$ cat src/rtl/core/amhpq_ram.sv
// ----------------------------------------------------------------------------
// amhpq_ram
// one write port, two registered read ports
// ----------------------------------------------------------------------------
module amhpq_ram #(
  parameter int DEPTH = 2,
  parameter int AW    = 1,
  parameter int W     = 32
) (
  input  logic          clk,
  input  logic          we,
  input  logic [AW-1:0] waddr,
  input  logic [W-1:0]  wdata,
  input  logic [AW-1:0] raddr_a,
  output logic [W-1:0]  rdata_a,
  input  logic [AW-1:0] raddr_b,
  output logic [W-1:0]  rdata_b
);

  logic [W-1:0] mem [DEPTH];

  always_ff @(posedge clk) begin
    if (we) begin
      mem[waddr] <= wdata;
    end
    rdata_a <= mem[raddr_a];
    rdata_b <= mem[raddr_b];
  end

endmodule

$ cat config.mk
export PLATFORM = sky130hd
export DESIGN_NAME = amhpq_ram
export DESIGN_NICKNAME = d
export VERILOG_FILES = /design/src/rtl/core/amhpq_ram.sv
export SDC_FILE = /design/constraint.sdc
export NUM_CORES = 1
export LEC_CHECK = 0
export BUFFER_PORTS_ARGS = -buffer_cell sky130_fd_sc_hd__buf_2
export CORE_ASPECT_RATIO = 0.7
export CORE_MARGIN = 2
export CORE_UTILIZATION = 40
export CTS_CLUSTER_DIAMETER = 200
export DETAILED_ROUTE_END_ITERATION = 6
export PLACE_DENSITY = 0.72
export SLEW_MARGIN = 15
export SYNTH_ARGS = -nofsm -noshare
export SYNTH_HDL_FRONTEND = slang
export SYNTH_SLANG_ARGS = --single-unit
$ cat constraint.sdc
create_clock -name clk -period 2.88 [get_ports clk]
set_input_delay 0.288 -clock clk [delete_from_list [all_inputs] [get_ports clk]]
set_output_delay 0.288 -clock clk [all_outputs]
set_load 0.005 [all_outputs]
Word-level counts from Yosys, hierarchy flattened
Memory sizes are Yosys's and may differ from the RTL's. A register that Yosys moved wholly into a read port is not among the register bits.
Cells that the tools add are included.

word-level totals
  register bits = 0
  RAM bits = 64
  bits of input ports = 37
  output and inout port bits = 64
  word-level logic and storage cells = 3
  memories = 1

cells by class
  mux-type cells = 2

memories
  memory  depth  bits a word  read ports  clocked after Yosys merged registers in  write ports  line  RTL
  mem     2      32           2           2                                        1            20    logic [W-1:0] mem [DEPTH];

operator list
  kind               count
  1-bit two-way mux  2

Longest topological paths before layout
  depth in word-level cells = 2
  depth in mapped cells = 3

Worst setup path before layout
OpenSTA, ideal clock, no wires.

  path kind = input to register
  start = in waddr
  end = mem mem[0][0], enable pin
  library setup time = 425 ps
  arrival time = 1,740 ps
  data required time = 2,455 ps
  setup slack = 714 ps
  stages on the path = 1
  path through = nor2b_1

RTL lines
  what         line  RTL
  from (decl)  12    input logic [AW-1:0] waddr,
  to (decl)    20

Straight into the memory's write port.

Worst setup path after layout
  start = in raddr_a
  end = reg rdata_a[25] (read register of mem)

RTL lines
  what         line  RTL
  from (decl)  14    input logic [AW-1:0] raddr_a,
  to (decl)    15    output logic [W-1:0] rdata_a,

No word-level cell between the ends.

==> results.toml <==
[drt]
via_count = 2060
route.detailed.drc = 0
vias_per_cell = 4.47
drt-pass1-iter-count = 4
wl_per_cell_um = 14.8
drt_wl_total_um = 6800
drt_iter0_markers = 113
drtAntennaViolNets = 0

[setup_path]
crit_type = "in -> reg"
cp.arrival_ns = 1.57
cp-endpoint = "rdata_a[25]"
crit_start = "raddr_a"
required_ns = 3.16
cp_max_fo = 20
crit_path_end_kind = "flip-flop"
cp-start-kind = "input pin"
reg2reg_depth = 1
rr_startpoint = "mem[0][28]"
rrSetupSlack_ns = 2.08
r2r_end = "rdata_a[28]"

[timing]
holdWs_ns = 0.0763
slew_viol_final = 0
tightest_slew_ns = 0.801
finalHoldViolations = 0
fin_skew_ns = 0.0112
clock.fmax_mhz = 776
period_needed_ns = 1.29
setup-tns-final_ns = 0
fin_crit_sh_pct = 44.7
setup_viol_count_final = 0
slew_headroom_pct = 46.6
rsz0062_at_grt = "no"

[logic_synthesis]
seq_area_frac_synth_pct = 74.4
synth.avg_cell_area_um2 = 21.3
synth_top_cell_by_area = "edfxtp_1"
synth-seq-cells = 128
synth_warnings = 0
syn-num-nets = 239
yosys.area.top_type_share_pct = 44.7
synth_area_leaders = "edfxtp_1 (45%), dfxtp_1 (30%), mux2_4 (21%), buf_12 (2.8%), mux2_2 (1.0%)"
synthDistinctLibCells = 8
synthCells = 202
netlist_area_um2 = 4300

[power]
powerDensity_nw_per_um2 = 829
ir_worst_vdd_v = 0.000417
pwr-share-seq_pct = 46.9
combPwrFrac_pct = 6.8
p_sw_uw = 885
p_sw_share_pct = 19.6
power_leakage_uw = 0.00235
clockPowerShare_pct = 46.3
p_int_uw = 3630

[placement]
placed_area_um2 = 4860
place_inst = 429
portBuffers = 100
gp_congestion = 0.630
dp_hpwl_um = 4290

[cts]
clk_path_buf_depth = 2
clk_latency_ns = 0.40
clk_root_buffer_cell = "clkbuf_16"
cts_buffers = 17
post_cts_buffers = 0
clock-sinks = 128
ctsHoldBuffers = 0
clk_pin_slew_ns = 0.05
ctsHtreeMaxLevel = 4
cts_tree = "done"
ctsResizeCount = 0

[global_route]
busiest_layer = "met2"
grtUsageTotal_pct = 12.5
grt_pass1_wl_um = 10600
grt_max_degree = 33
met2_usage_pct = 19.7
gr-usage-met3_pct = 6.28
gr-total-overflow = 0
met1_usage_pct = 14.7
antenna_found_initial = 1
grt_pass1_vias = 2112

[floorplanning]
die_x_um = 128
start_util_pct = 41.4
fp.coreArea_um2 = 10400
rows = 31
die_height_um = 90.8
dieArea_um2 = 11600
io_pins = 101

[cells_and_area]
final_cells = 461
num_antenna_cells = 0
final_common_cell = "buf_2"
num-nets-final = 353
finish.utilization_pct = 52.4
ff_latch_area_um2 = 3200
final_cell_mix = "buf_2 (100), edfxtp_1 (64), dfxtp_1 (64)"
fill_cells = 846
multi_input_area_um2 = 967
drive_gt1_share_pct = 60.2
syn_to_final_growth_pct = 26.5
stdcell_area_um2 = 5450

[flow_run]
cap_viol_max_count = 0

[status]
status = "complete, no violations"

[hold_path]
hold_path.class = "in -> reg"
==> cells in the mapped netlist <==
master / instances
and2_1: 1
buf_12: 6
buf_6: 2
dfxtp_1: 64
edfxtp_1: 64
mux2_2: 4
mux2_4: 60
nor2b_1: 1
==> stage by stage <==
step                setup slack [ns]  total power, µW
floorplan                      0.714             2340
global placement                1.22             2450
detailed placement              1.19             2470
CTS                             1.61             4580
global route                    1.57             4700
finish                          1.59             4510
==> power by group through the flow <==
stage          clock (µW)  combinational [µW]  sequential (µW)
2_1_floorplan           0                 180             2160
5_1_grt              2240                 331             2130
6_report             2090                 306             2120
3_5_place_dp            0                 311             2160
4_1_cts              2140                 312             2120
3_3_place_gp            0                 303             2150
==> how the worst min path moves through the flow <==
stage / start / end / depth (start not counted) / slack (ns)
after floorplan: wdata[0] / mem[0][0] / 0 / 0.39
after global placement: wdata[29] / mem[0][29] / 1 / 0.48
after detailed placement: wdata[29] / mem[1][29] / 1 / 0.48
after CTS: wdata[15] / mem[1][15] / 1 / 0.06
after global routing: wdata[26] / mem[1][26] / 1 / 0.05
final: wdata[15] / mem[1][15] / 1 / 0.08
==> routing by layer <==
metal  up-vias  share of wire (%)
met3         9                6.3
li1        974                  -
met2        66                 48
met4         2               0.76
met1      1009                 44
met5         -               0.19
==> flip-flops by register name, summed over array words and instances, names as in the netlist <==
name,count
mem,64
rdata_a,32
rdata_b,32
==> logic make-up after synthesis <==
logic type / Yosys count / synth area share [%]
muxes: 64 / 22.0
buffers and inverters: 8 / 3.31
and+or+nand+nor: 2 / 0.291
DFF: 128 / 74.4
==> critical path: stages <==
cell	delay [ns]
buf_2	0.51
buf_4	0.41
mux2_4	0.33
==> cell type report <==
| type | instances | share of cell area, % |
|---|---|---|
| Clock inverter | 12 | 2.60 |
| Multi-Input combinational cell | 66 | 17.8 |
| Clock buffer | 20 | 8.20 |
| Tap cell | 132 | 3.03 |
| Sequential cell | 128 | 58.8 |
| Timing Repair Buffer | 103 | 9.60 |
Power figures use the tool's default switching activity.
