--- src/rtl/core/amhpq_pkg.sv ---
// ----------------------------------------------------------------------------
// amhpq_pkg
// shared types, sizes and compare helpers for the magnitude-ordered heap queue
// ----------------------------------------------------------------------------
package amhpq_pkg;

  localparam int HEAP_DEPTH = 1024;
  localparam int DATA_W     = 32;
  localparam int CNT_W      = $clog2(HEAP_DEPTH + 1);
  localparam int LEVELS     = $clog2(HEAP_DEPTH + 1);
  localparam int SLOT_W     = LEVELS - 1;
  localparam int LVL_W      = (LEVELS > 1) ? $clog2(LEVELS) : 1;

  localparam logic OP_INSERT = 1'b0;
  localparam logic OP_POP    = 1'b1;

  typedef struct packed {
    logic                     operation;
    logic signed [DATA_W-1:0] value;
  } amhpq_cmd_t;

  typedef struct packed {
    logic signed [DATA_W-1:0] popped_value;
    logic                     heap_was_empty;
  } amhpq_res_t;

  // walker handed from one level cell to the next
  typedef struct packed {
    logic              valid;
    logic              is_pop;
    logic [DATA_W-1:0] carry;
    logic [SLOT_W-1:0] slot;
    logic [CNT_W-1:0]  gidx;
    logic [CNT_W-1:0]  path;
    logic [LVL_W-1:0]  rem;
  } amhpq_tok_t;

  typedef struct packed {
    logic [SLOT_W-1:0] addr_a;
    logic [SLOT_W-1:0] addr_b;
  } amhpq_rd_t;

  typedef struct packed {
    logic              en;
    logic [SLOT_W-1:0] addr;
    logic [DATA_W-1:0] data;
  } amhpq_wr_t;

  typedef struct packed {
    logic              en;
    logic [LVL_W-1:0]  lvl;
    logic [SLOT_W-1:0] slot;
  } amhpq_fetch_t;

  // true when a must sit above b: smaller magnitude, then smaller signed value
  function automatic logic goes_before(input logic [DATA_W-1:0] a,
                                       input logic [DATA_W-1:0] b);
    logic [DATA_W-1:0] ma;
    logic [DATA_W-1:0] mb;
    ma = a[DATA_W-1] ? (~a + 1'b1) : a;
    mb = b[DATA_W-1] ? (~b + 1'b1) : b;
    if (ma != mb) begin
      return ma < mb;
    end
    return {~a[DATA_W-1], a[DATA_W-2:0]} < {~b[DATA_W-1], b[DATA_W-2:0]};
  endfunction

  // index of the highest set bit
  function automatic logic [LVL_W-1:0] msb_index(input logic [CNT_W-1:0] x);
    logic [LVL_W-1:0] r;
    r = '0;
    for (int i = 0; i < CNT_W; i++) begin
      if (x[i]) begin
        r = LVL_W'(i);
      end
    end
    return r;
  endfunction

endpackage

--- src/rtl/core/amhpq_cell.sv ---
// ----------------------------------------------------------------------------
// amhpq_cell
// one heap level: reads its level memory, compares, writes, hands on the walker
// ----------------------------------------------------------------------------
module amhpq_cell (
  input  logic                          clk,
  input  logic                          rst,
  input  amhpq_pkg::amhpq_tok_t         tok_in,
  input  logic [amhpq_pkg::CNT_W-1:0]   count,
  input  logic [amhpq_pkg::DATA_W-1:0]  rdata_a,
  input  logic [amhpq_pkg::DATA_W-1:0]  rdata_b,
  output amhpq_pkg::amhpq_rd_t          rd,
  output amhpq_pkg::amhpq_wr_t          wr_own,
  output amhpq_pkg::amhpq_wr_t          wr_up,
  output amhpq_pkg::amhpq_tok_t         tok_out,
  output logic                          done
);
  import amhpq_pkg::*;

  amhpq_tok_t        tok_r1;
  amhpq_tok_t        tok_r2;

  logic [SLOT_W:0]   rd_dbl;
  logic [SLOT_W-1:0] rd_kid_l;

  logic [SLOT_W:0]   dbl;
  logic [SLOT_W-1:0] kid_l;
  logic [SLOT_W-1:0] kid_r;
  logic [CNT_W:0]    g_l;
  logic [CNT_W:0]    g_r;
  logic              l_ok;
  logic              r_ok;
  logic              lt_lv;
  logic              lt_rv;
  logic              lt_rl;
  logic              pick_l;
  logic              pick_r;
  logic [DATA_W-1:0] c_val;
  logic [SLOT_W-1:0] c_slot;
  logic [CNT_W:0]    c_g;
  logic [CNT_W+1:0]  c_gk;
  logic              c_leaf;
  logic [LVL_W-1:0]  rem_m1;
  logic              dir;
  logic              swap;

  always_ff @(posedge clk) begin
    if (rst) begin
      tok_r1 <= '0;
      tok_r2 <= '0;
    end else begin
      tok_r1 <= tok_in;
      tok_r2 <= tok_r1;
    end
  end

  // read: own node on insert, both children on pop
  assign rd_dbl    = {tok_r1.slot, 1'b0};
  assign rd_kid_l  = rd_dbl[SLOT_W-1:0];
  assign rd.addr_a = tok_r1.is_pop ? rd_kid_l : tok_r1.slot;
  assign rd.addr_b = rd_kid_l | SLOT_W'(1);

  // children of the hole one level up
  assign dbl   = {tok_r2.slot, 1'b0};
  assign kid_l = dbl[SLOT_W-1:0];
  assign kid_r = kid_l | SLOT_W'(1);
  assign g_l   = {tok_r2.gidx, 1'b0} + (CNT_W+1)'(1);
  assign g_r   = g_l + (CNT_W+1)'(1);
  assign l_ok  = g_l < {1'b0, count};
  assign r_ok  = g_r < {1'b0, count};

  assign lt_lv = goes_before(rdata_a, tok_r2.carry);
  assign lt_rv = goes_before(rdata_b, tok_r2.carry);
  assign lt_rl = goes_before(rdata_b, rdata_a);

  always_comb begin
    if (l_ok && lt_lv) begin
      pick_r = r_ok && lt_rl;
      pick_l = !pick_r;
    end else begin
      pick_l = 1'b0;
      pick_r = r_ok && lt_rv;
    end
  end

  assign c_val  = pick_r ? rdata_b : rdata_a;
  assign c_slot = pick_r ? kid_r : kid_l;
  assign c_g    = pick_r ? g_r : g_l;
  assign c_gk   = {c_g, 1'b0} + (CNT_W+2)'(1);
  assign c_leaf = c_gk >= {2'b00, count};

  assign rem_m1 = tok_r2.rem - LVL_W'(1);
  assign dir    = tok_r2.path[rem_m1];
  assign swap   = goes_before(tok_r2.carry, rdata_a);

  always_comb begin
    wr_own  = '0;
    wr_up   = '0;
    tok_out = '0;
    done    = 1'b0;
    if (tok_r2.valid) begin
      if (!tok_r2.is_pop) begin
        wr_own.addr = tok_r2.slot;
        wr_own.data = tok_r2.carry;
        if (tok_r2.rem == '0) begin
          // target slot of the new entry
          wr_own.en = 1'b1;
          done      = 1'b1;
        end else begin
          wr_own.en     = swap;
          tok_out       = tok_r2;
          tok_out.carry = swap ? rdata_a : tok_r2.carry;
          tok_out.slot  = kid_l | SLOT_W'(dir);
          tok_out.rem   = rem_m1;
        end
      end else begin
        wr_up.en   = 1'b1;
        wr_up.addr = tok_r2.slot;
        if (!pick_l && !pick_r) begin
          // moved entry settles in the hole
          wr_up.data = tok_r2.carry;
          done       = 1'b1;
        end else begin
          wr_up.data = c_val;
          if (c_leaf) begin
            wr_own.en   = 1'b1;
            wr_own.addr = c_slot;
            wr_own.data = tok_r2.carry;
            done        = 1'b1;
          end else begin
            tok_out      = tok_r2;
            tok_out.slot = c_slot;
            tok_out.gidx = c_g[CNT_W-1:0];
          end
        end
      end
    end
  end

endmodule

--- config.mk ---
export PLATFORM = sky130hd
export DESIGN_NAME = amhpq_cell
export DESIGN_NICKNAME = d
export VERILOG_FILES = /design/src/rtl/core/amhpq_pkg.sv /design/src/rtl/core/amhpq_cell.sv
export SDC_FILE = /design/constraint.sdc
export NUM_CORES = 1
export LEC_CHECK = 0
export BUFFER_PORTS_ARGS = -buffer_cell sky130_fd_sc_hd__buf_4
export CAP_MARGIN = 20
export CORE_ASPECT_RATIO = 0.7
export CORE_UTILIZATION = 48
export DETAILED_ROUTE_END_ITERATION = 12
export GPL_TIMING_DRIVEN = 0
export PLACE_DENSITY_LB_ADDON = 0.3
export SYNTH_ARGS = -nofsm -noshare
export SYNTH_HDL_FRONTEND = slang
export SYNTH_SLANG_ARGS = --single-unit
--- constraint.sdc ---
create_clock -name clk -period 25 [get_ports clk]
set_input_delay 2.5 -clock clk [delete_from_list [all_inputs] [get_ports clk]]
set_output_delay 2.5 -clock clk [all_outputs]
set_load 0.03 [all_outputs]
### Yosys cells after proc, flatten, opt, wreduce, memory -nomap -nowiden

Index checks and enable logic that the tools add are counted.

* add/subtract/negate cells: 7
* $lt $le $gt $ge: 12
* equal/unequal tests: 4
* mux-type cells: 42
* bitwise operators: 7
* reduce and logical (&&, ||, !) cells: 8

Operators with widths (count)
* 70-bit 2-to-1 mux: 5
* 43-bit 2-to-1 mux: 6
* 32-bit < comparator: 8
* 32-bit 2-to-1 mux: 6
* 32-bit != test: 4
* 32-bit by 1-bit adder with 32-bit output, second input constant: 3
* 32-bit inverter: 3
* 12-bit by 1-bit adder with 12-bit output, second input constant: 2
* 12-bit by 11-bit < comparator with 1-bit output: 2
* 1-bit 2-to-1 mux: 22
* 13-bit by 1-bit adder with 13-bit output, second input constant: 1
* 13-bit by 11-bit >= comparator with 1-bit output: 1
* 12-bit 2-to-1 mux: 1
* 10-bit 2-to-1 mux: 1
* 10-bit by 1-bit bitwise OR with 10-bit output: 1
* 4-bit by 5-bit < comparator with 1-bit output, second input constant: 1
* 1-bit binary-select mux with 4-bit select: 1
* 1-bit logical AND: 4
* 4-bit logical NOT: 1
* 4-bit by 1-bit subtractor with 4-bit output, second input constant: 1
* 1-bit logical NOT: 3
* 1-bit inverter: 3

* register bits after elaboration: 140
* output and inout port bits: 177

### Longest topological paths before layout

* depth after elaboration: 15
* mapped depth: 37
* gate-level depth less buffers: 33

### Least setup slack after synthesis

OpenSTA, ideal clock, no wires.

* path type: input to output
* start: in rdata_a[3] in the netlist's numbering
* end: out tok_out[22] in the netlist's numbering
* arrival: 9.923 ns
* data required time: 22.500 ns
* slack: 12.577 ns
* stages: 32
* buffers on the path: 3
* cells stage by stage: or4_4 -> or4_4 -> or3_1 -> nor3_1 -> nand3_1 -> o31ai_1 -> xnor2_1 -> ha_1 -> nand4_1 -> nor4_1 -> nand2_1 -> nor2_1 -> or4b_1 -> and3_4 -> and2_1 -> o21ai_1 -> buf_2 -> buf_4 -> inv_1 -> ha_1 -> a21bo_2 -> a21o_1 -> a21o_1 -> a21o_1 -> a21o_1 -> a21oi_1 -> o21ai_0 -> o21a_1 -> o21bai_1 -> clkbuf_1 -> or2_2 -> o31ai_1

RTL lines
* start: declaration: line amhpq_cell.sv:10 `input logic [amhpq_pkg::DATA_W-1:0] rdata_a,`
* end: declaration: line amhpq_cell.sv:15 `output amhpq_pkg::amhpq_tok_t tok_out,`

==> impl_results.html <==
<table>
<tr><th>Metric</th><th>Value</th></tr>
<tr><th colspan="2">Clock network</th></tr>
<tr><td>Post-cts sizing count</td><td>0</td></tr>
<tr><td>CTS clock-pin slew for the worst setup and hold paths</td><td>70 ps</td></tr>
<tr><td>Inserted Clock Buffers</td><td>17</td></tr>
<tr><td>Clock tree from TritonCTS</td><td>yes</td></tr>
<tr><td>Total of hold buffers inserted after clock tree synthesis</td><td>0</td></tr>
<tr><td>CTS H-tree depth</td><td>4</td></tr>
<tr><td>Maximum number of buffers from clock root to sink</td><td>2</td></tr>
<tr><td>Clock Latency Late Sink</td><td>between 400 and 500 ps</td></tr>
<tr><td>Number of buffers added for setup after CTS</td><td>0</td></tr>
<tr><td>Clock root cell</td><td>sky130_fd_sc_hd__clkbuf_16</td></tr>
<tr><td>Clock sink count</td><td>140</td></tr>
<tr><th colspan="2">Layout</th></tr>
<tr><td>Commonest non-fill, non-tap cell in the layout</td><td>sky130_fd_sc_hd__buf_4</td></tr>
<tr><td>Fraction of final layout cells with drive strength greater than 1</td><td>0.188</td></tr>
<tr><td>Top library cells by usage in the layout, fill and taps aside</td><td>sky130_fd_sc_hd__buf_4 (331), sky130_fd_sc_hd__ha_1 (216), sky130_fd_sc_hd__nand2_1 (180)</td></tr>
<tr><td>Post-layout utilization of the core</td><td>0.608</td></tr>
<tr><td>Final net count</td><td>2557</td></tr>
<tr><td>Final design area excluding fillers</td><td>between 0.015 and 0.02 mm^2</td></tr>
<tr><td>Synth-to-Final Area Change</td><td>24.5%</td></tr>
<tr><th colspan="2">Timing</th></tr>
<tr><td>Final clock period utilization by the worst path</td><td>0.608</td></tr>
<tr><td>Worst Tran Pin Value</td><td>approximately 1100 ps</td></tr>
<tr><td>Final total negative setup slack</td><td>0 ps</td></tr>
<tr><td>Final setup vio count</td><td>0</td></tr>
<tr><td>Clock skew</td><td>7.19 ps</td></tr>
<tr><td>Setup repair after global routing missed its margin</td><td>false</td></tr>
<tr><td>Time the worst path needs with I/O delays and setup</td><td>15190 ps</td></tr>
<tr><td>Final Hold Viols</td><td>0</td></tr>
<tr><td>Max frequency</td><td>0.0658 GHz</td></tr>
<tr><td>Max-slew violations</td><td>0</td></tr>
<tr><td>Relative slew margins</td><td>0.291</td></tr>
<tr><th colspan="2">Worst setup path</th></tr>
<tr><td>Maximum fanout count along the critical path</td><td>10</td></tr>
<tr><td>Critical path's most frequent cell</td><td>sky130_fd_sc_hd__a21o_1</td></tr>
<tr><td>Cell with the largest stage delay on the worst path</td><td>sky130_fd_sc_hd__a22oi_2</td></tr>
<tr><td>Critical Path Source</td><td>rdata_a[3]</td></tr>
<tr><td>Critical Path Max Stage Delay</td><td>730 ps</td></tr>
<tr><td>Critical path required time</td><td>22500 ps</td></tr>
<tr><td>Worst setup SP type</td><td>input port</td></tr>
<tr><td>Reg2Reg Depth</td><td>2</td></tr>
<tr><td>FF-to-FF End</td><td>tok_r2[68]</td></tr>
<tr><td>Arrival time at the worst endpoint</td><td>12690 ps</td></tr>
<tr><td>Crit path capture type</td><td>primary output</td></tr>
<tr><td>Critical path start-end classification</td><td>input port to primary output</td></tr>
<tr><td>Worst setup slack for register-to-register paths</td><td>23920 ps</td></tr>
<tr><td>Critical register-to-register path startpoint</td><td>tok_r1[68]</td></tr>
<tr><th colspan="2">Outcome</th></tr>
<tr><td>Result of the run</td><td>completed</td></tr>
<tr><th colspan="2">Synth</th></tr>
<tr><td>Post-synth EDFFs</td><td>0</td></tr>
<tr><td>Mean cell area of the mapped netlist</td><td>7.62 um^2</td></tr>
<tr><td>Summed instance area of the synthesized netlist</td><td>0.0141 mm^2</td></tr>
<tr><td>Cells after synthesis</td><td>1855</td></tr>
<tr><td>Synthesis Warnings</td><td>0</td></tr>
<tr><td>Fraction of registers with async set or reset after synthesis</td><td>0</td></tr>
<tr><td>Main synth FF type</td><td>sky130_fd_sc_hd__dfxtp_1</td></tr>
<tr><td>Post-synthesis sequential area ratio</td><td>0.198</td></tr>
<tr><td>Synth Register Bits</td><td>140</td></tr>
<tr><td>Syn_nets</td><td>2218</td></tr>
<tr><td>Unique masters post-synth</td><td>77</td></tr>
<tr><th colspan="2">Die</th></tr>
<tr><td>Area of the core</td><td>0.0290 mm^2</td></tr>
<tr><td>Die Outline Area</td><td>0.0302 mm^2</td></tr>
<tr><td>Horizontal die dimension</td><td>207 um</td></tr>
<tr><td>I/O Pins</td><td>about 320</td></tr>
<tr><td>Initial core utilization</td><td>0.488</td></tr>
<tr><td>Standard-cell rows</td><td>between 50 and 60</td></tr>
<tr><td>Chip Height</td><td>146 um</td></tr>
<tr><th colspan="2">Global routing</th></tr>
<tr><td>Maximum number of pins on one net before global-route repair</td><td>17</td></tr>
<tr><td>Global-route usage over all layers</td><td>0.416</td></tr>
<tr><td>Initial antenna violation count</td><td>1</td></tr>
<tr><td>Number of global-route vias before repair</td><td>14800</td></tr>
<tr><td>Global-route wire length before repair</td><td>93200 um</td></tr>
<tr><td>Global route overflow</td><td>0</td></tr>
<tr><th colspan="2">Placed design</th></tr>
<tr><td>Detailed placement HPWL</td><td>53700 um</td></tr>
<tr><td>Port Buffer Count</td><td>320</td></tr>
<tr><td>Final estimated routing congestion in global placement</td><td>1.05</td></tr>
<tr><td>Placed instance area</td><td>0.0170 mm^2</td></tr>
<tr><th colspan="2">Run</th></tr>
<tr><td>Total of max-cap violations</td><td>0</td></tr>
<tr><th colspan="2">Detailed routing</th></tr>
<tr><td>Vias after detailed routing</td><td>16000</td></tr>
<tr><td>Detailed-router iteration count before antenna repair</td><td>6</td></tr>
<tr><td>Starting DRT DRC Count</td><td>1965</td></tr>
<tr><td>Remaining routing DRC violations</td><td>0</td></tr>
<tr><td>Antenna violation net count after detailed routing</td><td>0</td></tr>
<tr><td>Routed wire length per instance</td><td>~25 um</td></tr>
<tr><td>Drt total wl</td><td>64500 um</td></tr>
<tr><td>Mean number of vias per cell</td><td>a little over 6</td></tr>
<tr><th colspan="2">Min path</th></tr>
<tr><td>HP Start</td><td>tok_r1[54]</td></tr>
<tr><td>Hold Path Sink</td><td>tok_r2[54]</td></tr>
<tr><td>Worst hold path cell count</td><td>1</td></tr>
<tr><td>Class of the worst hold path</td><td>flip-flop to flip-flop</td></tr>
<tr><th colspan="2">Power</th></tr>
<tr><td>Leakage power figure</td><td>8.01 nW</td></tr>
<tr><td>Max rail drop VDD</td><td>0.0000490 V</td></tr>
<tr><td>P per Cell Area</td><td>46.6 mW/mm^2</td></tr>
</table>
## cell type report
cell class	instances	area, um^2
Multi-Input combinational cell	1476	10400
Timing Repair Buffer	320	2400
Antenna cell	3	7.51
Sequential cell	140	2800
Tap cell	378	473
Buffer	116	505
Clock inverter	15	159
Clock buffer	17	425
Inverter	123	462
Fill cell	2587	11300
## worst max path at each step
stage / to / slack (ps)
5_1_grt: tok_out[12] / 9830
4_1_cts: tok_out[12] / 10300
2_1_floorplan: tok_out[22] / 12580
3_5_place_dp: tok_out[12] / 10380
6_report: tok_out[12] / 9810
3_3_place_gp: tok_out[12] / 10290
## power breakdown
group	total (mW)	internal, mW	switching (mW)	leakage [nW]
sequential	0.242	0.234	0.00794	1.16
clock	0.255	0.141	0.113	0.293
combinational	0.325	0.116	0.209	6.56
total	0.821	0.491	0.330	8.01
## critical path: cells and delay by family
kind            cells  cell delay (ps)
compound gates     15             4670
simple gates        8             3180
buf+inv             6             1410
fa+ha+maj           2              690
xor+xnor            1              210
## sequential cells by signal, summed over array words and instances (netlist names)
register	cells
tok_r1	60
tok_r2	60
dbl	10
rd	9
rd_dbl	1
## metal layers
layer | vias to the layer above | wire [um] | track usage
met4 | 2 | 2170 | 0.144
li1 | 7259 | - | -
met1 | 7526 | 28500 | 0.600
met5 | - | 19 | 0
met2 | 1066 | 24900 | 0.571
met3 | 162 | 8940 | 0.132
## cells by family after synthesis
group	count (synthesis)	share of synthesized area
AO/OA/AOI/OAI	500	0.225
XOR/XNOR	112	0.0694
adder cells (fa/ha/maj)	218	0.193
buffers and inverters	239	0.0684
flip-flops	140	0.198
multiplexers	17	0.0148
other	1	0.000265
AND/OR/NAND/NOR	628	0.231
## synth_stat cells (12+ instances only)
cell type	n	area [um^2]
sky130_fd_sc_hd__clkbuf_1	83	312
sky130_fd_sc_hd__buf_2	17	85.1
sky130_fd_sc_hd__xor2_1	18	158
sky130_fd_sc_hd__nor3_1	46	230
sky130_fd_sc_hd__nor4_1	21	131
sky130_fd_sc_hd__o21a_1	22	165
sky130_fd_sc_hd__a21o_1	70	526
sky130_fd_sc_hd__and3_1	15	93.8
sky130_fd_sc_hd__o21ai_0	105	526
sky130_fd_sc_hd__nor2_1	67	251
sky130_fd_sc_hd__inv_1	121	454
sky130_fd_sc_hd__a21oi_1	148	741
sky130_fd_sc_hd__xnor2_1	94	823
sky130_fd_sc_hd__o22ai_1	31	194
sky130_fd_sc_hd__or3_1	12	75.1
sky130_fd_sc_hd__and2_1	25	156
sky130_fd_sc_hd__nand2b_1	14	87.6
sky130_fd_sc_hd__o211ai_1	12	90.1
sky130_fd_sc_hd__nand4_1	37	231
sky130_fd_sc_hd__nand3_1	27	135
sky130_fd_sc_hd__nor2b_1	151	945
sky130_fd_sc_hd__o31ai_1	26	195
sky130_fd_sc_hd__ha_1	216	2700
sky130_fd_sc_hd__dfxtp_1	140	2800
sky130_fd_sc_hd__nand2_1	180	676
sky130_fd_sc_hd__a211oi_1	16	120
## stage by stage
step           power (mW)  setup WS, ps  instances  hold slack (ps)
2_1_floorplan       0.434         12580       1855              414
3_3_place_gp        0.549         10290       2553              418
3_5_place_dp        0.555         10380       2553              420
4_1_cts             0.806         10300       2585              437
5_1_grt             0.851          9830       2585              449
6_report            0.821          9810       2588              434
Note: power is estimated with default switching activity, not from simulation.
