===== src/rtl/core/amhpq_pkg.sv =====
// ----------------------------------------------------------------------------
// amhpq_pkg
// shared types, sizes and compare helpers for the magnitude-ordered heap queue
// ----------------------------------------------------------------------------
package amhpq_pkg;

  localparam int HEAP_DEPTH = 1024;
  localparam int DATA_W     = 32;
  localparam int CNT_W      = $clog2(HEAP_DEPTH + 1);
  localparam int LEVELS     = $clog2(HEAP_DEPTH + 1);
  localparam int SLOT_W     = LEVELS - 1;
  localparam int LVL_W      = (LEVELS > 1) ? $clog2(LEVELS) : 1;

  localparam logic OP_INSERT = 1'b0;
  localparam logic OP_POP    = 1'b1;

  typedef struct packed {
    logic                     operation;
    logic signed [DATA_W-1:0] value;
  } amhpq_cmd_t;

  typedef struct packed {
    logic signed [DATA_W-1:0] popped_value;
    logic                     heap_was_empty;
  } amhpq_res_t;

  // walker handed from one level cell to the next
  typedef struct packed {
    logic              valid;
    logic              is_pop;
    logic [DATA_W-1:0] carry;
    logic [SLOT_W-1:0] slot;
    logic [CNT_W-1:0]  gidx;
    logic [CNT_W-1:0]  path;
    logic [LVL_W-1:0]  rem;
  } amhpq_tok_t;

  typedef struct packed {
    logic [SLOT_W-1:0] addr_a;
    logic [SLOT_W-1:0] addr_b;
  } amhpq_rd_t;

  typedef struct packed {
    logic              en;
    logic [SLOT_W-1:0] addr;
    logic [DATA_W-1:0] data;
  } amhpq_wr_t;

  typedef struct packed {
    logic              en;
    logic [LVL_W-1:0]  lvl;
    logic [SLOT_W-1:0] slot;
  } amhpq_fetch_t;

  // true when a must sit above b: smaller magnitude, then smaller signed value
  function automatic logic goes_before(input logic [DATA_W-1:0] a,
                                       input logic [DATA_W-1:0] b);
    logic [DATA_W-1:0] ma;
    logic [DATA_W-1:0] mb;
    ma = a[DATA_W-1] ? (~a + 1'b1) : a;
    mb = b[DATA_W-1] ? (~b + 1'b1) : b;
    if (ma != mb) begin
      return ma < mb;
    end
    return {~a[DATA_W-1], a[DATA_W-2:0]} < {~b[DATA_W-1], b[DATA_W-2:0]};
  endfunction

  // index of the highest set bit
  function automatic logic [LVL_W-1:0] msb_index(input logic [CNT_W-1:0] x);
    logic [LVL_W-1:0] r;
    r = '0;
    for (int i = 0; i < CNT_W; i++) begin
      if (x[i]) begin
        r = LVL_W'(i);
      end
    end
    return r;
  endfunction

endpackage


===== src/rtl/core/amhpq_ctrl.sv =====
// ----------------------------------------------------------------------------
// amhpq_ctrl
// command sequencer: entry count, root and last-entry fetch, result register
// ----------------------------------------------------------------------------
module amhpq_ctrl (
  input  logic                          clk,
  input  logic                          rst,
  input  logic                          cmd_valid,
  input  amhpq_pkg::amhpq_cmd_t         cmd,
  output logic                          cmd_stall,
  output logic                          res_valid,
  input  logic                          res_stall,
  output amhpq_pkg::amhpq_res_t         res,
  input  logic                          done,
  input  logic [amhpq_pkg::DATA_W-1:0]  root_data,
  input  logic [amhpq_pkg::DATA_W-1:0]  last_data,
  output logic [amhpq_pkg::CNT_W-1:0]   count,
  output amhpq_pkg::amhpq_tok_t         ins_tok,
  output amhpq_pkg::amhpq_tok_t         pop_tok,
  output amhpq_pkg::amhpq_fetch_t       fetch
);
  import amhpq_pkg::*;

  typedef enum logic [3:0] {
    S_IDLE  = 4'b0001,
    S_FETCH = 4'b0010,
    S_EMIT  = 4'b0100,
    S_WALK  = 4'b1000
  } state_t;

  state_t            state;
  logic              empty;
  logic [LVL_W-1:0]  fetch_lvl;
  logic [SLOT_W-1:0] fetch_slot;

  logic [CNT_W-1:0]  ins_pos;
  logic [LVL_W-1:0]  cnt_lvl;
  logic [CNT_W-1:0]  last_slot;
  logic              emit_go;
  logic              ins_go;

  assign cmd_stall  = (state != S_IDLE);
  assign ins_pos    = count + CNT_W'(1);
  assign cnt_lvl    = msb_index(count);
  assign last_slot  = count & ~(CNT_W'(1) << cnt_lvl);

  // pop result goes out once the result register is free
  assign emit_go    = (state == S_EMIT) && (!res_valid || !res_stall);
  // insert starts a walk unless the heap is full
  assign ins_go     = (state == S_IDLE) && cmd_valid && (cmd.operation == OP_INSERT) &&
                      (count != CNT_W'(HEAP_DEPTH));

  assign fetch.en   = (state == S_FETCH) || (state == S_EMIT);
  assign fetch.lvl  = fetch_lvl;
  assign fetch.slot = fetch_slot;

  always_ff @(posedge clk) begin
    if (rst) begin
      state     <= S_IDLE;
      count     <= '0;
      res_valid <= 1'b0;
      ins_tok   <= '0;
      pop_tok   <= '0;
    end else begin
      ins_tok.valid <= ins_go;
      pop_tok.valid <= emit_go && !empty;
      res_valid     <= emit_go || (res_valid && res_stall);
      unique case (state)
        S_IDLE: begin
          if (cmd_valid) begin
            if (cmd.operation == OP_POP) begin
              empty      <= (count == '0);
              fetch_lvl  <= cnt_lvl;
              fetch_slot <= last_slot[SLOT_W-1:0];
              state      <= S_FETCH;
            end else if (count != CNT_W'(HEAP_DEPTH)) begin
              count          <= ins_pos;
              ins_tok.is_pop <= OP_INSERT;
              ins_tok.carry  <= cmd.value;
              ins_tok.slot   <= '0;
              ins_tok.gidx   <= '0;
              ins_tok.path   <= ins_pos;
              ins_tok.rem    <= msb_index(ins_pos);
              state          <= S_WALK;
            end
          end
        end
        S_FETCH: begin
          state <= S_EMIT;
        end
        S_EMIT: begin
          if (emit_go) begin
            res.popped_value   <= empty ? '0 : root_data;
            res.heap_was_empty <= empty;
            if (empty) begin
              state <= S_IDLE;
            end else begin
              count          <= count - CNT_W'(1);
              pop_tok.is_pop <= OP_POP;
              pop_tok.carry  <= last_data;
              pop_tok.slot   <= '0;
              pop_tok.gidx   <= '0;
              pop_tok.path   <= '0;
              pop_tok.rem    <= '0;
              state          <= S_WALK;
            end
          end
        end
        S_WALK: begin
          if (done) begin
            state <= S_IDLE;
          end
        end
        default: begin
          state <= S_IDLE;
        end
      endcase
    end
  end

endmodule


===== config.mk =====
export PLATFORM = sky130hd
export DESIGN_NAME = amhpq_ctrl
export DESIGN_NICKNAME = d
export VERILOG_FILES = /design/src/rtl/core/amhpq_pkg.sv /design/src/rtl/core/amhpq_ctrl.sv
export SDC_FILE = /design/constraint.sdc
export NUM_CORES = 1
export LEC_CHECK = 0
export CAP_MARGIN = 10
export CORE_MARGIN = 4
export CORE_UTILIZATION = 55
export DETAILED_ROUTE_END_ITERATION = 10
export DONT_BUFFER_PORTS = 1
export GPL_TIMING_DRIVEN = 0
export PLACE_DENSITY = 0.7
export SYNTH_ARGS = -nofsm -noshare
export SYNTH_HDL_FRONTEND = slang
export SYNTH_SLANG_ARGS = --single-unit
export TNS_END_PERCENT = 5

===== constraint.sdc =====
create_clock -name clk -period 7.8 [get_ports clk]
set_clock_uncertainty 0.1 [all_clocks]
set_input_delay 0.78 -clock clk [delete_from_list [all_inputs] [get_ports clk]]
set_output_delay 0.78 -clock clk [all_outputs]
set_load 0.1 [all_outputs]

# Word level (Yosys, flattened, before mapping)
# Index checks and enable logic that the tools add are counted.
[word_totals]
word_cells = 89
inputBits = 102
register_bits = 146
output_inout_bits = 201
[classes]
n_bitwise = 5
mux = 33
add_sub_neg = 2
n_reduce_logical = 20
n_eq_ne = 13
shift = 1
[op_table]
columns = ["operator", "count"]
rows = [
  ["$mux 4", 23],
  ["$mux 11", 5],
  ["$pmux 11 s2", 1],
  ["$pmux 4 s4", 1],
  ["$reduce_and 4->1", 3],
  ["$add 11x1->11 const B", 1],
  ["$logic_not 11->1", 1],
  ["$ne 11x11->1 const B", 1],
  ["$sub 11x1->11 const B", 1],
  ["$and 10x10->10", 1],
  ["$ne 2x2->1 const B", 5],
  ["$not 10->10", 1],
  ["$shl 1x4->10 const A", 1],
  ["$logic_and 1x1->1", 6],
  ["$reduce_and 3->1", 2],
  ["$reduce_and 6->1", 1],
  ["$eq 4x1->1 const B", 1],
  ["$eq 4x2->1 const B", 1],
  ["$eq 4x3->1 const B", 1],
  ["$eq 4x4->1 const B", 1],
  ["$ne 4x1->1 const B", 1],
  ["$logic_not 1->1", 3],
  ["$logic_or 1x1->1", 3],
  ["$ne 3x2->1 const B", 1],
  ["5 further kinds", 8],
]

# Longest topological paths before layout
# Gate-level depths: netlist (run 1).
[logic_depth]
depth_word = 13
mapped_depth = 10
ltp_nobuf = 8

# Worst setup path before layout (run 1)
# No wires, ideal clock.
[synth_timing]
path_kind = "register to output"
from = "register state[1]"
to = "output port fetch[14] in the netlist's numbering"
path_slack_ns = 4.186
t_required_ns = 6.920
arrival_ns = 2.734
stages_incl_launch_ff = 3
path_cell_list = "dfxtp_1 > nand2b_1 > a21boi_0"
[synth_lines]
columns = ["item", "line_no", "source"]
rows = [
  ["from (decl)", "amhpq_ctrl.sv:31", "state_t state;"],
  ["from (signal assigned)", "amhpq_ctrl.sv:59", "state <= S_IDLE;"],
  ["from (signal assigned)", "amhpq_ctrl.sv:75", "state <= S_FETCH;"],
  ["from (signal assigned)", "amhpq_ctrl.sv:84", "state <= S_WALK;"],
  ["to (decl)", "amhpq_ctrl.sv:20", "output amhpq_pkg::amhpq_fetch_t fetch"],
]

# Worst setup path after layout (run 1)
[layout_timing]
from = "register count[0] in the netlist's numbering"
to = "register ins_tok[67] in the netlist's numbering"
[layout_via]
elab_chain_cells = 2
[layout_rtl]
columns = ["item", "line_no", "source"]
rows = [
  ["from (decl)", "amhpq_ctrl.sv:17", "output logic [amhpq_pkg::CNT_W-1:0] count,"],
  ["from (signal assigned)", "amhpq_ctrl.sv:77", "count <= ins_pos;"],
  ["from (signal assigned)", "amhpq_ctrl.sv:98", "count <= count - CNT_W'(1);"],
  ["$ne 11x11->1", "amhpq_ctrl.sv:76", "end else if (count != CNT_W'(HEAP_DEPTH)) begin"],
  ["$reduce_and 4->1 (no line)", "--", ""],
  ["to (decl)", "amhpq_ctrl.sv:18", "output amhpq_pkg::amhpq_tok_t ins_tok,"],
]
# Every way passes these cells.
# A chain may end at the register's enable or synchronous reset.

==> out/qor.txt, run 1 <==
========================================================================================
Critical Path Source Type                                                      flip-flop
Number of antenna violations at the first check in global routing                      0
Post-layout net count                                                                904
H-tree depth reported by CTS                                                           4
Total die area                                                                0.0141 mm2
Proportion of synthesized chip area in sequential cells                            0.503
Via count                                                                           5182
Antenna diode count                                                                    0
Power per unit of standard cell area                                          257 mW/mm2
Type of the worst setup path                                                     reg2reg
Final instance area                                                          0.00772 mm2
Core outline area                                                             0.0120 mm2
Worst vdd ir                                                                      130 uV
Total clock buffers created by CTS                                                    17
Status                                                                         completed
Pin count of the biggest net entering global routing                                  23
Number of gates given a new drive strength after cts                                   0
Post-layout utilization of the core                                                0.643
Endpoint of the most critical register-to-register path                     ins_tok[67]$_SDFFE_PP0P_
TritonCTS clock tree                                                                done
Library cells used by synthesis                                                       57
Weighted congestion at the end of routability-driven global placement              0.912
Least-Margin Pin Slew                                                            1210 ps
Fraction of synthesis flops using an asynchronous set or reset pin                     0
Register-to-register setup slack                                                 4480 ps
Post-synthesis instance area                                                 0.00676 mm2
Number of primary I/O pins                                                           303
Total met2 wirelength after detailed routing                                     8.87 mm
MaxCap Viol Count                                                                      0
Static power due to leakage                                                      2.88 nW
Power, Total                                                                     1.99 mW
Root buf cell                                                               sky130_fd_sc_hd__clkbuf_16
Portion of the clock cycle consumed by the worst path in the final layout          0.426
Endpoint type of the worst setup path                                          flip-flop
Number of setup violations in the final report                                         0
FP Rows                                                                               40
Remaining max-slew budget at the tightest pin                                      0.186
Final HPWL DP                                                                    13.7 mm
Number of antenna-violating nets in the routed design                                  0
Worst setup path startpoint                                                 count[0]$_SDFFE_PP0P_
Instance count of the mapped netlist                                                 721
Number of enable-type register cells in the synthesized netlist                       48
Reg2reg start                                                               count[0]$_SDFFE_PP0P_
Global-route wire length before repair                                           27.5 mm
Post-CTS Repair Setup Buffers                                                          0
Later-pin clock latency in the skew report                                        420 ps
Setup crit end                                                              ins_tok[67]$_SDFFE_PP0P_
GRT Total Usage                                                                    0.247
Placement Setup Slack                                                            4470 ps
Routed wl met3                                                                   1.92 mm
Fraction of layout instances using a drive strength above 1                        0.225
Final Max Tran Viols                                                                   0
Kind of path behind the tightest hold check                                      reg2reg
Area added between synthesis and finish                                            14.1%
Number of cells after detailed placement                                             927
Final hold slack                                                                  346 ps
Number of design rule violations left after detail routing                             0
Clock slew at reported path FFs                                                    60 ps
Die width                                                                         119 um
Number of inserted filler cells in the final layout                                  998
Mean area per synthesized cell                                                  9.38 um2
Sinks on the clock net                                                               146
Overflow left after global routing                                                     0
Final Instance Count excl. Fillers                                                   959
Accumulated negative setup slack                                                    0 ps
Detailed-router iteration count before antenna repair                                  5
Initial Utilization                                                                0.563
Hold buffers post-CTS                                                                  0
Highest Signal Layer                                                                met4
Number of hold violations in the final report                                          0
Drt first-iter violations                                                            323
Placement-stage cell area                                                    0.00720 mm2
Share of Yosys cell area claimed by the top area cell type                         0.290
Dominant synthesized flop cell                                              sky130_fd_sc_hd__dfxtp_1
I/O Buffers                                                                            0
Per-cell via count in the routed design                                             5.40
M1 WL                                                                            6.74 mm
Warning count from the yosys run                                                       0
Deepest clock path buffer count                                                        2
Post-DR wirelength/cell                                                          18.5 um
Die Ht                                                                            119 um
R2R depth                                                                              9
Via count of the first global-routing pass                                          4966
Data required time at the worst endpoint                                         8050 ps
Flop and latch count out of synthesis                                                146
CP Max Fanout                                                                         10
Unrepaired setup endpoints after global routing                                    false
Ranking of synthesized cells by area                                        sky130_fd_sc_hd__dfxtp_1 (29%), sky130_fd_sc_hd__edfxtp_1 (21%), sky130_fd_sc_hd__nand2_1 (7.2%)
Worst setup margin                                                               4480 ps
Arrival time of the worst setup path                                             3570 ps
Post-layout min period                                                           3320 ps
Leading area contributor after synthesis                                    sky130_fd_sc_hd__dfxtp_1
Total Routed Length                                                              17.7 mm
Upper clock frequency limit                                                      301 MHz
========================================================================================
## area by class of cell
cell class | instances | area, um2 | area share
buffer | 109 | 704 | 0.0913
clock buffer | 19 | 433 | 0.0561
clock inverter | 13 | 86.3 | 0.0112
inverter | 9 | 33.8 | 0.00438
multi-input combinational | 514 | 2850 | 0.369
sequential | 146 | 3400 | 0.441
tap | 147 | 184 | 0.0238
timing repair buffer | 2 | 26.3 | 0.00340
## power by group
| part | leakage, nW | total, mW | switching (mW) | internal, mW |
|---|---|---|---|---|
| registers | 1.24 | 0.972 | 0.165 | 0.807 |
| logic | 1.39 | 0.296 | 0.226 | 0.0705 |
| clock network | 0.249 | 0.718 | 0.314 | 0.405 |
## how the worst min path moves through the flow
stage,depth (start not counted),end,start,slack (ps)
6_report,0,res[0]$_DFFE_PP_,empty$_DFFE_PP_,350
5_1_grt,0,res[0]$_DFFE_PP_,empty$_DFFE_PP_,350
4_1_cts,0,res[0]$_DFFE_PP_,empty$_DFFE_PP_,350
3_5_place_dp,0,res[0]$_DFFE_PP_,empty$_DFFE_PP_,330
3_3_place_gp,0,res[0]$_DFFE_PP_,empty$_DFFE_PP_,320
2_1_floorplan,0,res[0]$_DFFE_PP_,empty$_DFFE_PP_,320
## cells by family after synthesis
logic type,count (synthesis),synth area share
compound gates,139,0.137
xor+xnor,21,0.0272
fa+ha+maj,3,0.00555
buf+inv,118,0.109
flops,146,0.503
mux,2,0.00296
other cells,1,0.000554
simple gates,291,0.215
## synth_stat cells (3+ instances only)
| master | count |
|---|---|
| sky130_fd_sc_hd__inv_1 | 9 |
| sky130_fd_sc_hd__nor3b_1 | 3 |
| sky130_fd_sc_hd__o21ai_0 | 16 |
| sky130_fd_sc_hd__nand2b_1 | 3 |
| sky130_fd_sc_hd__nand2_2 | 30 |
| sky130_fd_sc_hd__xor2_1 | 7 |
| sky130_fd_sc_hd__a31oi_1 | 3 |
| sky130_fd_sc_hd__a21oi_2 | 29 |
| sky130_fd_sc_hd__nand3_1 | 15 |
| sky130_fd_sc_hd__a21o_1 | 4 |
| sky130_fd_sc_hd__ha_1 | 3 |
| sky130_fd_sc_hd__nand3b_1 | 3 |
| sky130_fd_sc_hd__xnor2_1 | 14 |
| sky130_fd_sc_hd__nor3_1 | 9 |
| sky130_fd_sc_hd__nor2b_1 | 33 |
| sky130_fd_sc_hd__buf_4 | 59 |
| sky130_fd_sc_hd__o31a_1 | 3 |
| sky130_fd_sc_hd__nor2_1 | 43 |
| sky130_fd_sc_hd__a211oi_1 | 13 |
| sky130_fd_sc_hd__and4_1 | 3 |
| sky130_fd_sc_hd__buf_2 | 10 |
| sky130_fd_sc_hd__clkbuf_1 | 31 |
| sky130_fd_sc_hd__nand4_1 | 6 |
| sky130_fd_sc_hd__nand2_1 | 129 |
| sky130_fd_sc_hd__dfxtp_1 | 98 |
| sky130_fd_sc_hd__a21oi_1 | 54 |
| sky130_fd_sc_hd__buf_6 | 8 |
| sky130_fd_sc_hd__edfxtp_1 | 48 |
## critical path: stages (launching register included)
cell and delay [ps]:
sky130_fd_sc_hd__dfxtp_1 980, sky130_fd_sc_hd__buf_2 360, sky130_fd_sc_hd__inv_1 140, sky130_fd_sc_hd__ha_1 230, sky130_fd_sc_hd__and2_1 180, sky130_fd_sc_hd__and4_4 210, sky130_fd_sc_hd__nor3_4 380, sky130_fd_sc_hd__clkbuf_1 420
sky130_fd_sc_hd__nand2_1 120, sky130_fd_sc_hd__a21oi_2 120
## flip-flops by register name (all words and copies together), names as in the netlist
name        count
fetch_lvl       4
pop_tok        34
count          11
res            33
state           4
ins_tok        48
res_valid       1
empty           1
fetch_slot     10
## placed cells by master (no fill, tap or decap), types with 3 or more instances in the layout
cell                         Yosys  layout
sky130_fd_sc_hd__a211oi_1       13      13
sky130_fd_sc_hd__a21o_1          4       4
sky130_fd_sc_hd__a21oi_1        54      54
sky130_fd_sc_hd__a21oi_2        29      29
sky130_fd_sc_hd__a31oi_1         3       3
sky130_fd_sc_hd__and4_1          3       3
sky130_fd_sc_hd__buf_2          10      10
sky130_fd_sc_hd__buf_4          59      59
sky130_fd_sc_hd__buf_6           8       9
sky130_fd_sc_hd__clkbuf_1       31      33
sky130_fd_sc_hd__clkbuf_16       0      17
sky130_fd_sc_hd__clkinv_2        0       6
sky130_fd_sc_hd__clkinvlp_4      0       4
sky130_fd_sc_hd__conb_1          1      58
sky130_fd_sc_hd__dfxtp_1        98      98
sky130_fd_sc_hd__edfxtp_1       48      48
sky130_fd_sc_hd__ha_1            3       3
sky130_fd_sc_hd__inv_1           9       9
sky130_fd_sc_hd__inv_6           0       3
sky130_fd_sc_hd__nand2_1       129     129
sky130_fd_sc_hd__nand2_2        30      30
sky130_fd_sc_hd__nand2b_1        3       3
sky130_fd_sc_hd__nand3_1        15      15
sky130_fd_sc_hd__nand3b_1        3       3
sky130_fd_sc_hd__nand4_1         6       6
sky130_fd_sc_hd__nor2_1         43      42
sky130_fd_sc_hd__nor2b_1        33      33
sky130_fd_sc_hd__nor3_1          9       9
sky130_fd_sc_hd__o21ai_0        16      16
sky130_fd_sc_hd__o31a_1          3       3
sky130_fd_sc_hd__xnor2_1        14      14
sky130_fd_sc_hd__xor2_1          7       7
## routing by layer
metal  track usage  vias to the layer above
li1              -                     2464
met1         0.290                     2404
met2         0.415                      298
met3         0.102                       16
met4        0.0731                        0
met5             0                        -
Power figures use the tool's default switching activity.
==> inputs of run 2 (changes only) <==
--- a/config.mk
+++ b/config.mk
@@ -11,7 +11,7 @@
 export DETAILED_ROUTE_END_ITERATION = 10
 export DONT_BUFFER_PORTS = 1
 export GPL_TIMING_DRIVEN = 0
-export PLACE_DENSITY = 0.7
+export PLACE_DENSITY = 0.73
 export SYNTH_ARGS = -nofsm -noshare
 export SYNTH_HDL_FRONTEND = slang
 export SYNTH_SLANG_ARGS = --single-unit
==> constraint.sdc (replaced) <==
create_clock -name clk -period 2.65 [get_ports clk]
set_clock_uncertainty 0.1 [all_clocks]
set_input_delay 0.265 -clock clk [delete_from_list [all_inputs] [get_ports clk]]
set_output_delay 0.265 -clock clk [all_outputs]
set_load 0.1 [all_outputs]
==> run 2 against run 1 <==
  * Power rose to 3.2 times the previous value
  * Hold slack got worse by 330 ps
  * First-iteration DRC count up 78%
  * Largest cell class unchanged
  * Sequential share of layout area fell by 5.7 points
  * Clock-buffer cell count increased by 1
  * Routed wire length up 13%
  * Highest routed layer unchanged
  * Via count up 11%
  * Register-to-register slack lost 4400 ps
  * Die area is the same
==> out/qor.txt, run 2 (same netlist as run 1, synthesis figures left out) <==
========================================================================================
Status                                                                         completed   unchanged
Worst setup margin                                                               74.7 ps   was 4480 ps
Type of the worst setup path                                                     reg2reg   unchanged
Internal                                                                         4.22 mW   was 1.28 mW
Number of hold violations in the final report                                          0   unchanged
Number of setup violations in the final report                                         0   unchanged
Proportion of power drawn by the clock network                                     0.391   was 0.362
Placement Setup Slack                                                            -736 ps   was 4470 ps
Weighted congestion at the end of routability-driven global placement              0.878   was 0.912
Data required time at the worst endpoint                                         2870 ps   was 8050 ps
Total Routed Length                                                              20.0 mm   was 17.7 mm
Net switching share of the total power                                             0.340   was 0.354
Sinks on the clock net                                                               146   unchanged
Core outline area                                                             0.0120 mm2   unchanged
Unrepaired setup endpoints after global routing                                    false   unchanged
Global-route wire length before repair                                           31.3 mm   was 27.5 mm
Power, Total                                                                     6.39 mW   was 1.99 mW
Antenna diode count                                                                    0   unchanged
Placement-stage cell area                                                    0.00720 mm2   unchanged
Per-cell via count in the routed design                                             5.41   was 5.40
Number of cells after detailed placement                                             927   unchanged
Startpoint of the tightest hold check path                                  root_data[5]   was empty$_DFFE_PP_
Fraction of layout instances using a drive strength above 1                        0.227   was 0.225
Via count of the first global-routing pass                                          5783   was 4966
Switching Power                                                                  2.17 mW   was 704 uW
Deepest clock path buffer count                                                        2   unchanged
Endpoint of the worst hold path                                             res[6]$_SDFFCE_PP0P_   was res[0]$_DFFE_PP_
Remaining max-slew budget at the tightest pin                                      0.180   was 0.186
Portion of the clock cycle consumed by the worst path in the final layout          0.972   was 0.426
Final instance area                                                          0.00892 mm2   was 0.00772 mm2
Post-layout min period                                                           2580 ps   was 3320 ps
Most common library cell in the layout ignoring fill and taps               sky130_fd_sc_hd__nand2_1   unchanged
Final Max Tran Viols                                                                   0   unchanged
Upper clock frequency limit                                                      388 MHz   was 301 MHz
Drt first-iter violations                                                            574   was 323
Via count                                                                           5747   was 5182
Initial Utilization                                                                0.563   unchanged
Total clock buffers created by CTS                                                    17   unchanged
Final HPWL DP                                                                    13.5 mm   was 13.7 mm
Endpoint type of the worst setup path                                          flip-flop   unchanged
Area added between synthesis and finish                                            31.9%   was 14.1%
GRT Total Usage                                                                    0.279   was 0.247
Number of primary I/O pins                                                           303   unchanged
Worst vdd ir                                                                      482 uV   was 130 uV
Worst hold path depth                                                                  1   was 0
Reg2reg start                                                               count[2]$_SDFFE_PP0P_   was count[0]$_SDFFE_PP0P_
Number of antenna violations at the first check in global routing                      0   unchanged
Post-DR wirelength/cell                                                          18.8 um   was 18.5 um
Number of antenna-violating nets in the routed design                                  0   unchanged
MaxCap Viol Count                                                                      0   unchanged
H-tree depth reported by CTS                                                           4   unchanged
Logic gate share of total power                                                    0.161   was 0.149
Pin count of the biggest net entering global routing                                  23   unchanged
Registers with the highest flip-flop counts                                 ins_tok x48, pop_tok x34, res x33   unchanged
Number of inserted filler cells in the final layout                                  815   was 998
Post-layout utilization of the core                                                0.743   was 0.643
Total die area                                                                0.0141 mm2   unchanged
Register with the highest flop count                                             ins_tok   unchanged
Overflow left after global routing                                                     0   unchanged
Clock slew at reported path FFs                                                    60 ps   about the same
Root buf cell                                                               sky130_fd_sc_hd__clkbuf_16   unchanged
Later-pin clock latency in the skew report                                        420 ps   about the same
Final Instance Count excl. Fillers                                                  1063   was 959
Sequential cell area in the final layout                                     0.00342 mm2   was 0.00340 mm2
Die Ht                                                                            119 um   unchanged
Arrival time of the worst setup path                                             2790 ps   was 3570 ps
I/O Buffers                                                                            0   unchanged
R2R depth                                                                              7   was 9
Number of flip-flops under the largest register name                                  48   unchanged
Part of the total power dissipated in sequential elements                          0.448   was 0.489
Highest-count cells in the layout ignoring fill and taps                    sky130_fd_sc_hd__nand2_1 (129), sky130_fd_sc_hd__dlygate4sd3_1 (98), sky130_fd_sc_hd__dfxtp_1 (87)   was sky130_fd_sc_hd__nand2_1 (129), sky130_fd_sc_hd__dfxtp_1 (98), sky130_fd_sc_hd__buf_4 (59)
Power per unit of standard cell area                                          716 mW/mm2   was 257 mW/mm2
Die width                                                                         119 um   unchanged
TritonCTS clock tree                                                                done   unchanged
Number of design rule violations left after detail routing                             0   unchanged
Detailed-router iteration count before antenna repair                                  7   was 5
Endpoint of the most critical register-to-register path                     ins_tok[1]$_SDFFE_PP0P_   was ins_tok[67]$_SDFFE_PP0P_
Kind of path behind the tightest hold check                                       in2reg   was reg2reg
Least-Margin Pin Slew                                                            1220 ps   was 1210 ps
Total area of multi-input combinational cells                                0.00287 mm2   was 0.00285 mm2
Accumulated negative setup slack                                                    0 ps   unchanged
Critical Path Source Type                                                      flip-flop   unchanged
FP Rows                                                                               40   unchanged
Post-layout net count                                                               1008   was 904
Final hold slack                                                                 19.8 ps   was 346 ps
Register-to-register setup slack                                                   70 ps   was 4480 ps
CP Max Fanout                                                                          7   was 10
Static power due to leakage                                                      3.39 nW   was 2.88 nW
========================================================================================
[run 2: worst max path at each step]
stage / from / cells past startpoint / end / slack (ps)
after detailed placement: count[1]$_SDFFE_PP0P_ / 9 / ins_tok[46]$_SDFFE_PP0P_ / -740
final: count[2]$_SDFFE_PP0P_ / 7 / ins_tok[1]$_SDFFE_PP0P_ / 70
after global routing: count[1]$_SDFFE_PP0P_ / 8 / ins_tok[2]$_SDFFE_PP0P_ / 4
after floorplan: count[0]$_SDFFE_PP0P_ / 10 / ins_tok[43]$_SDFFE_PP0P_ / -280
after global placement: count[0]$_SDFFE_PP0P_ / 9 / ins_tok[51]$_SDFFE_PP0P_ / -670
after CTS: count[1]$_SDFFE_PP0P_ / 9 / ins_tok[0]$_SDFFE_PP0P_ / 3
[run 2: layer usage]
layer	global-route usage	share of wire	wire length (um)
met5	0	0	0
met4	0.0992	0.027	548
met3	0.101	0.099	1990
met2	0.479	0.50	9920
met1	0.321	0.38	7570
[run 2: critical path, cell delays in order (launching register included)]
cell and delay (ps):
sky130_fd_sc_hd__dfxtp_2 740, sky130_fd_sc_hd__and4_1 270, sky130_fd_sc_hd__clkbuf_1 340, sky130_fd_sc_hd__xnor2_1 170
sky130_fd_sc_hd__nand2_1 60, sky130_fd_sc_hd__o21ai_0 330, sky130_fd_sc_hd__o21ai_0 180, sky130_fd_sc_hd__a211oi_1 280
[run 2: power groups by stage]
stage	Clock (mW)	Combinational [mW]	Sequential, mW
4_1_cts	2.51	0.997	2.86
2_1_floorplan	0	0.769	2.89
6_report	2.50	1.03	2.86
5_1_grt	2.65	1.08	2.87
3_5_place_dp	0	0.860	2.91
3_3_place_gp	0	0.844	2.91
[run 2: final cells by class]
type,count,share of cell area
Buffer,108,0.0809
Sequential cell,146,0.384
Clock buffer,20,0.0537
Inverter,9,0.00379
Timing Repair Buffer,107,0.120
Tap cell,147,0.0206
Clock inverter,12,0.0156
Multi-Input combinational cell,514,0.322
[run 2: what timing repair did]
item | 4_1_cts | 5_1_grt
endpoints found under the setup margin | 61 | 51
hold endpoints to repair | 97 | 0
setup buffers | 3 | 4
pin swaps | 1 | 2
hold buffers | 98 | 0
gates resized for setup | 16 | 13
==> inputs of run 3 (changes only) <==
--- a/config.mk
+++ b/config.mk
@@ -6,12 +6,12 @@
 export NUM_CORES = 1
 export LEC_CHECK = 0
 export CAP_MARGIN = 10
-export CORE_MARGIN = 4
+export CORE_MARGIN = 3
 export CORE_UTILIZATION = 55
 export DETAILED_ROUTE_END_ITERATION = 10
 export DONT_BUFFER_PORTS = 1
 export GPL_TIMING_DRIVEN = 0
-export PLACE_DENSITY = 0.73
+export PLACE_DENSITY = 0.7
 export SYNTH_ARGS = -nofsm -noshare
 export SYNTH_HDL_FRONTEND = slang
 export SYNTH_SLANG_ARGS = --single-unit
==> constraint.sdc (replaced) <==
create_clock -name clk -period 3 [get_ports clk]
set_clock_uncertainty 0.1 [all_clocks]
set_input_delay 0.3 -clock clk [delete_from_list [all_inputs] [get_ports clk]]
set_output_delay 0.3 -clock clk [all_outputs]
set_load 0.1 [all_outputs]
==> run 3 against run 2 <==
  * Critical path depth up 1
  * Flip-flop and latch count did not move
  * Worst setup slack better by 56 ps
  * Routed wire length fell by 2.2%
  * Utilization fell by 0.43 points
  * Cell count down 2.1%
  * Non-clock buffer count decreased by 18
  * Clock-buffer cell count stayed put
  * Sequential power is 12% lower
  * Highest routed layer unchanged
  * Clock power decreased by 18%
  * Register-to-register slack better by 60 ps
  * Hold slack got worse by 14 ps
==> out/qor.txt, run 3 (same netlist as run 1, synthesis figures left out) <==
========================================================================================
Via count of the first global-routing pass                                          5517   was 5783
Post-DR wirelength/cell                                                          18.8 um   about the same
Total Routed Length                                                              19.6 mm   was 20.0 mm
Initial Utilization                                                                0.578   was 0.563
Fraction of layout instances using a drive strength above 1                        0.215   was 0.227
Type of the worst setup path                                                     reg2reg   unchanged
Worst hold path depth                                                                  1   unchanged
Endpoint type of the worst setup path                                          flip-flop   unchanged
Arrival time of the worst setup path                                             3110 ps   was 2790 ps
Die Ht                                                                            117 um   was 119 um
Clock slew at reported path FFs                                                    60 ps   about the same
R2R depth                                                                              8   was 7
TritonCTS clock tree                                                                done   unchanged
Total clock buffers created by CTS                                                    17   unchanged
Final Max Tran Viols                                                                   0   unchanged
Post-layout net count                                                                990   was 1008
H-tree depth reported by CTS                                                           4   unchanged
Number of design rule violations left after detail routing                             0   unchanged
Post-layout min period                                                           2870 ps   was 2580 ps
Data required time at the worst endpoint                                         3240 ps   was 2870 ps
Upper clock frequency limit                                                      349 MHz   was 388 MHz
Static power due to leakage                                                      3.27 nW   was 3.39 nW
Total met2 wirelength after detailed routing                                     9.89 mm   was 9.92 mm
Later-pin clock latency in the skew report                                        420 ps   about the same
Endpoint of the worst hold path                                             res[11]$_SDFFCE_PP0P_   was res[6]$_SDFFCE_PP0P_
Weighted congestion at the end of routability-driven global placement              0.894   was 0.878
Overflow left after global routing                                                     0   unchanged
Endpoint of the most critical register-to-register path                     ins_tok[56]$_SDFFE_PP0P_   was ins_tok[1]$_SDFFE_PP0P_
Deepest clock path buffer count                                                        2   unchanged
Power per unit of standard cell area                                          632 mW/mm2   was 716 mW/mm2
Net switching share of the total power                                             0.349   was 0.340
Register-to-register setup slack                                                  130 ps   was 70 ps
Proportion of power drawn by the clock network                                     0.378   was 0.391
Pin count of the biggest net entering global routing                                  20   was 23
Highest-count cells in the layout ignoring fill and taps                    sky130_fd_sc_hd__nand2_1 (129), sky130_fd_sc_hd__dfxtp_1 (90), sky130_fd_sc_hd__dlygate4sd3_1 (86)   was sky130_fd_sc_hd__nand2_1 (129), sky130_fd_sc_hd__dlygate4sd3_1 (98), sky130_fd_sc_hd__dfxtp_1 (87)
Number of hold violations in the final report                                          0   unchanged
Detailed-router iteration count before antenna repair                                  5   was 7
Via count                                                                           5654   was 5747
Antenna diode count                                                                    0   unchanged
Final instance area                                                          0.00865 mm2   was 0.00892 mm2
Placement-stage cell area                                                    0.00719 mm2   was 0.00720 mm2
Logic gate share of total power                                                    0.160   was 0.161
Final hold slack                                                                 5.53 ps   was 19.8 ps
Portion of the clock cycle consumed by the worst path in the final layout          0.956   was 0.972
Worst vdd ir                                                                      367 uV   was 482 uV
Number of inserted filler cells in the final layout                                  802   was 815
Kind of path behind the tightest hold check                                       in2reg   unchanged
Routed wl met3                                                                   2.06 mm   was 1.99 mm
Status                                                                         completed   unchanged
Die width                                                                         117 um   was 119 um
Number of antenna-violating nets in the routed design                                  0   unchanged
Registers with the highest flip-flop counts                                 ins_tok x48, pop_tok x34, res x33   unchanged
Final HPWL DP                                                                    13.5 mm   about the same
Highest Signal Layer                                                                met4   unchanged
Root buf cell                                                               sky130_fd_sc_hd__clkbuf_16   unchanged
FP Rows                                                                               39   was 40
Number of antenna violations at the first check in global routing                      0   unchanged
Number of flip-flops under the largest register name                                  48   unchanged
Per-cell via count in the routed design                                             5.43   was 5.41
MaxCap Viol Count                                                                      0   unchanged
Core outline area                                                             0.0117 mm2   was 0.0120 mm2
Total die area                                                                0.0137 mm2   was 0.0141 mm2
Post-CTS Repair Setup Buffers                                                          0   was 3
Reg2reg start                                                               count[4]$_SDFFE_PP0P_   was count[2]$_SDFFE_PP0P_
CP Max Fanout                                                                         10   was 7
Internal                                                                         3.56 mW   was 4.22 mW
Sinks on the clock net                                                               146   unchanged
Startpoint of the tightest hold check path                                  root_data[10]   was root_data[5]
GRT Total Usage                                                                    0.276   was 0.279
M1 WL                                                                            7.08 mm   was 7.57 mm
Number of setup violations in the final report                                         0   unchanged
Global-route wire length before repair                                           29.3 mm   was 31.3 mm
Number of primary I/O pins                                                           303   unchanged
Critical Path Source Type                                                      flip-flop   unchanged
Most common library cell in the layout ignoring fill and taps               sky130_fd_sc_hd__nand2_1   unchanged
Switching Power                                                                  1.91 mW   was 2.17 mW
Remaining max-slew budget at the tightest pin                                      0.174   was 0.180
Drt first-iter violations                                                            517   was 574
Part of the total power dissipated in sequential elements                          0.463   was 0.448
Area added between synthesis and finish                                            27.9%   was 31.9%
Least-Margin Pin Slew                                                            1230 ps   was 1220 ps
I/O Buffers                                                                            0   unchanged
Register with the highest flop count                                             ins_tok   unchanged
========================================================================================
[run 3: power groups by stage]
| stage | Clock [mW] | Sequential (mW) | Combinational, mW |
|---|---|---|---|
| after floorplan | 0 | 2.55 | 0.679 |
| after global placement | 0 | 2.57 | 0.751 |
| after detailed placement | 0 | 2.57 | 0.762 |
| after CTS | 2.08 | 2.53 | 0.856 |
| after global routing | 2.18 | 2.54 | 0.926 |
| final | 2.06 | 2.53 | 0.873 |
[run 3: metrics by stage]
step	cells	setup WS (ps)	util	total power, mW	TNS, ps
global placement	921	-567	0.611	3.32	-30100
floorplan	778	25.6	-	3.23	0
finish	1041	131	0.739	5.47	0
detailed placement	923	-348	0.614	3.33	-12960
global route	1041	-3.48	0.739	5.64	-3.48
CTS	1040	17.2	0.737	5.46	0
[run 3: worst max-delay path, stage by stage, from the launching register on]
cell	delay [ps]
sky130_fd_sc_hd__dfxtp_1	640
sky130_fd_sc_hd__buf_6	310
sky130_fd_sc_hd__nor4_4	580
sky130_fd_sc_hd__and4_4	380
sky130_fd_sc_hd__or3_4	160
sky130_fd_sc_hd__buf_6	150
sky130_fd_sc_hd__buf_6	180
sky130_fd_sc_hd__nand2_2	80
sky130_fd_sc_hd__a21oi_2	210
[run 3: how the worst max path moves through the flow]
stage                                     to                  start  cells after the start  slack [ps]
finish              ins_tok[56]$_SDFFE_PP0P_  count[4]$_SDFFE_PP0P_                      8         130
global route        ins_tok[66]$_SDFFE_PP0P_  count[0]$_SDFFE_PP0P_                      9          -3
CTS                  ins_tok[9]$_SDFFE_PP0P_  count[1]$_SDFFE_PP0P_                      9          20
detailed placement  ins_tok[59]$_SDFFE_PP0P_  count[0]$_SDFFE_PP0P_                      9        -350
global placement        res[7]$_SDFFCE_PP0P_  state[2]$_SDFFE_PP0P_                      3        -570
floorplan                   res[0]$_DFFE_PP_   res_valid$_SDFF_PP0_                      3          30
[run 3: routing by layer]
metal,global-route usage,vias up
li1,-,2645
met4,0.108,0
met2,0.471,304
met3,0.0972,43
met5,0,-
met1,0.319,2662
[run 3: layout make-up]
type	count	area [um2]	area share
clock inverters	12	121	0.0140
inverters	9	33.8	0.00391
well taps	143	179	0.0207
flip-flops and latches	146	3420	0.395
clock buffers	20	457	0.0528
plain buffers	109	706	0.0816
multi-input cells	514	2850	0.329
repair buffers	88	887	0.103
[run 3: timing repair]
| item | in CTS | in global routing |
|---|---|---|
| hold endpoints to repair | 85 | 1 |
| gates resized for setup | 5 | 8 |
| setup endpoints to repair | 55 | 38 |
| hold buffers | 85 | 1 |
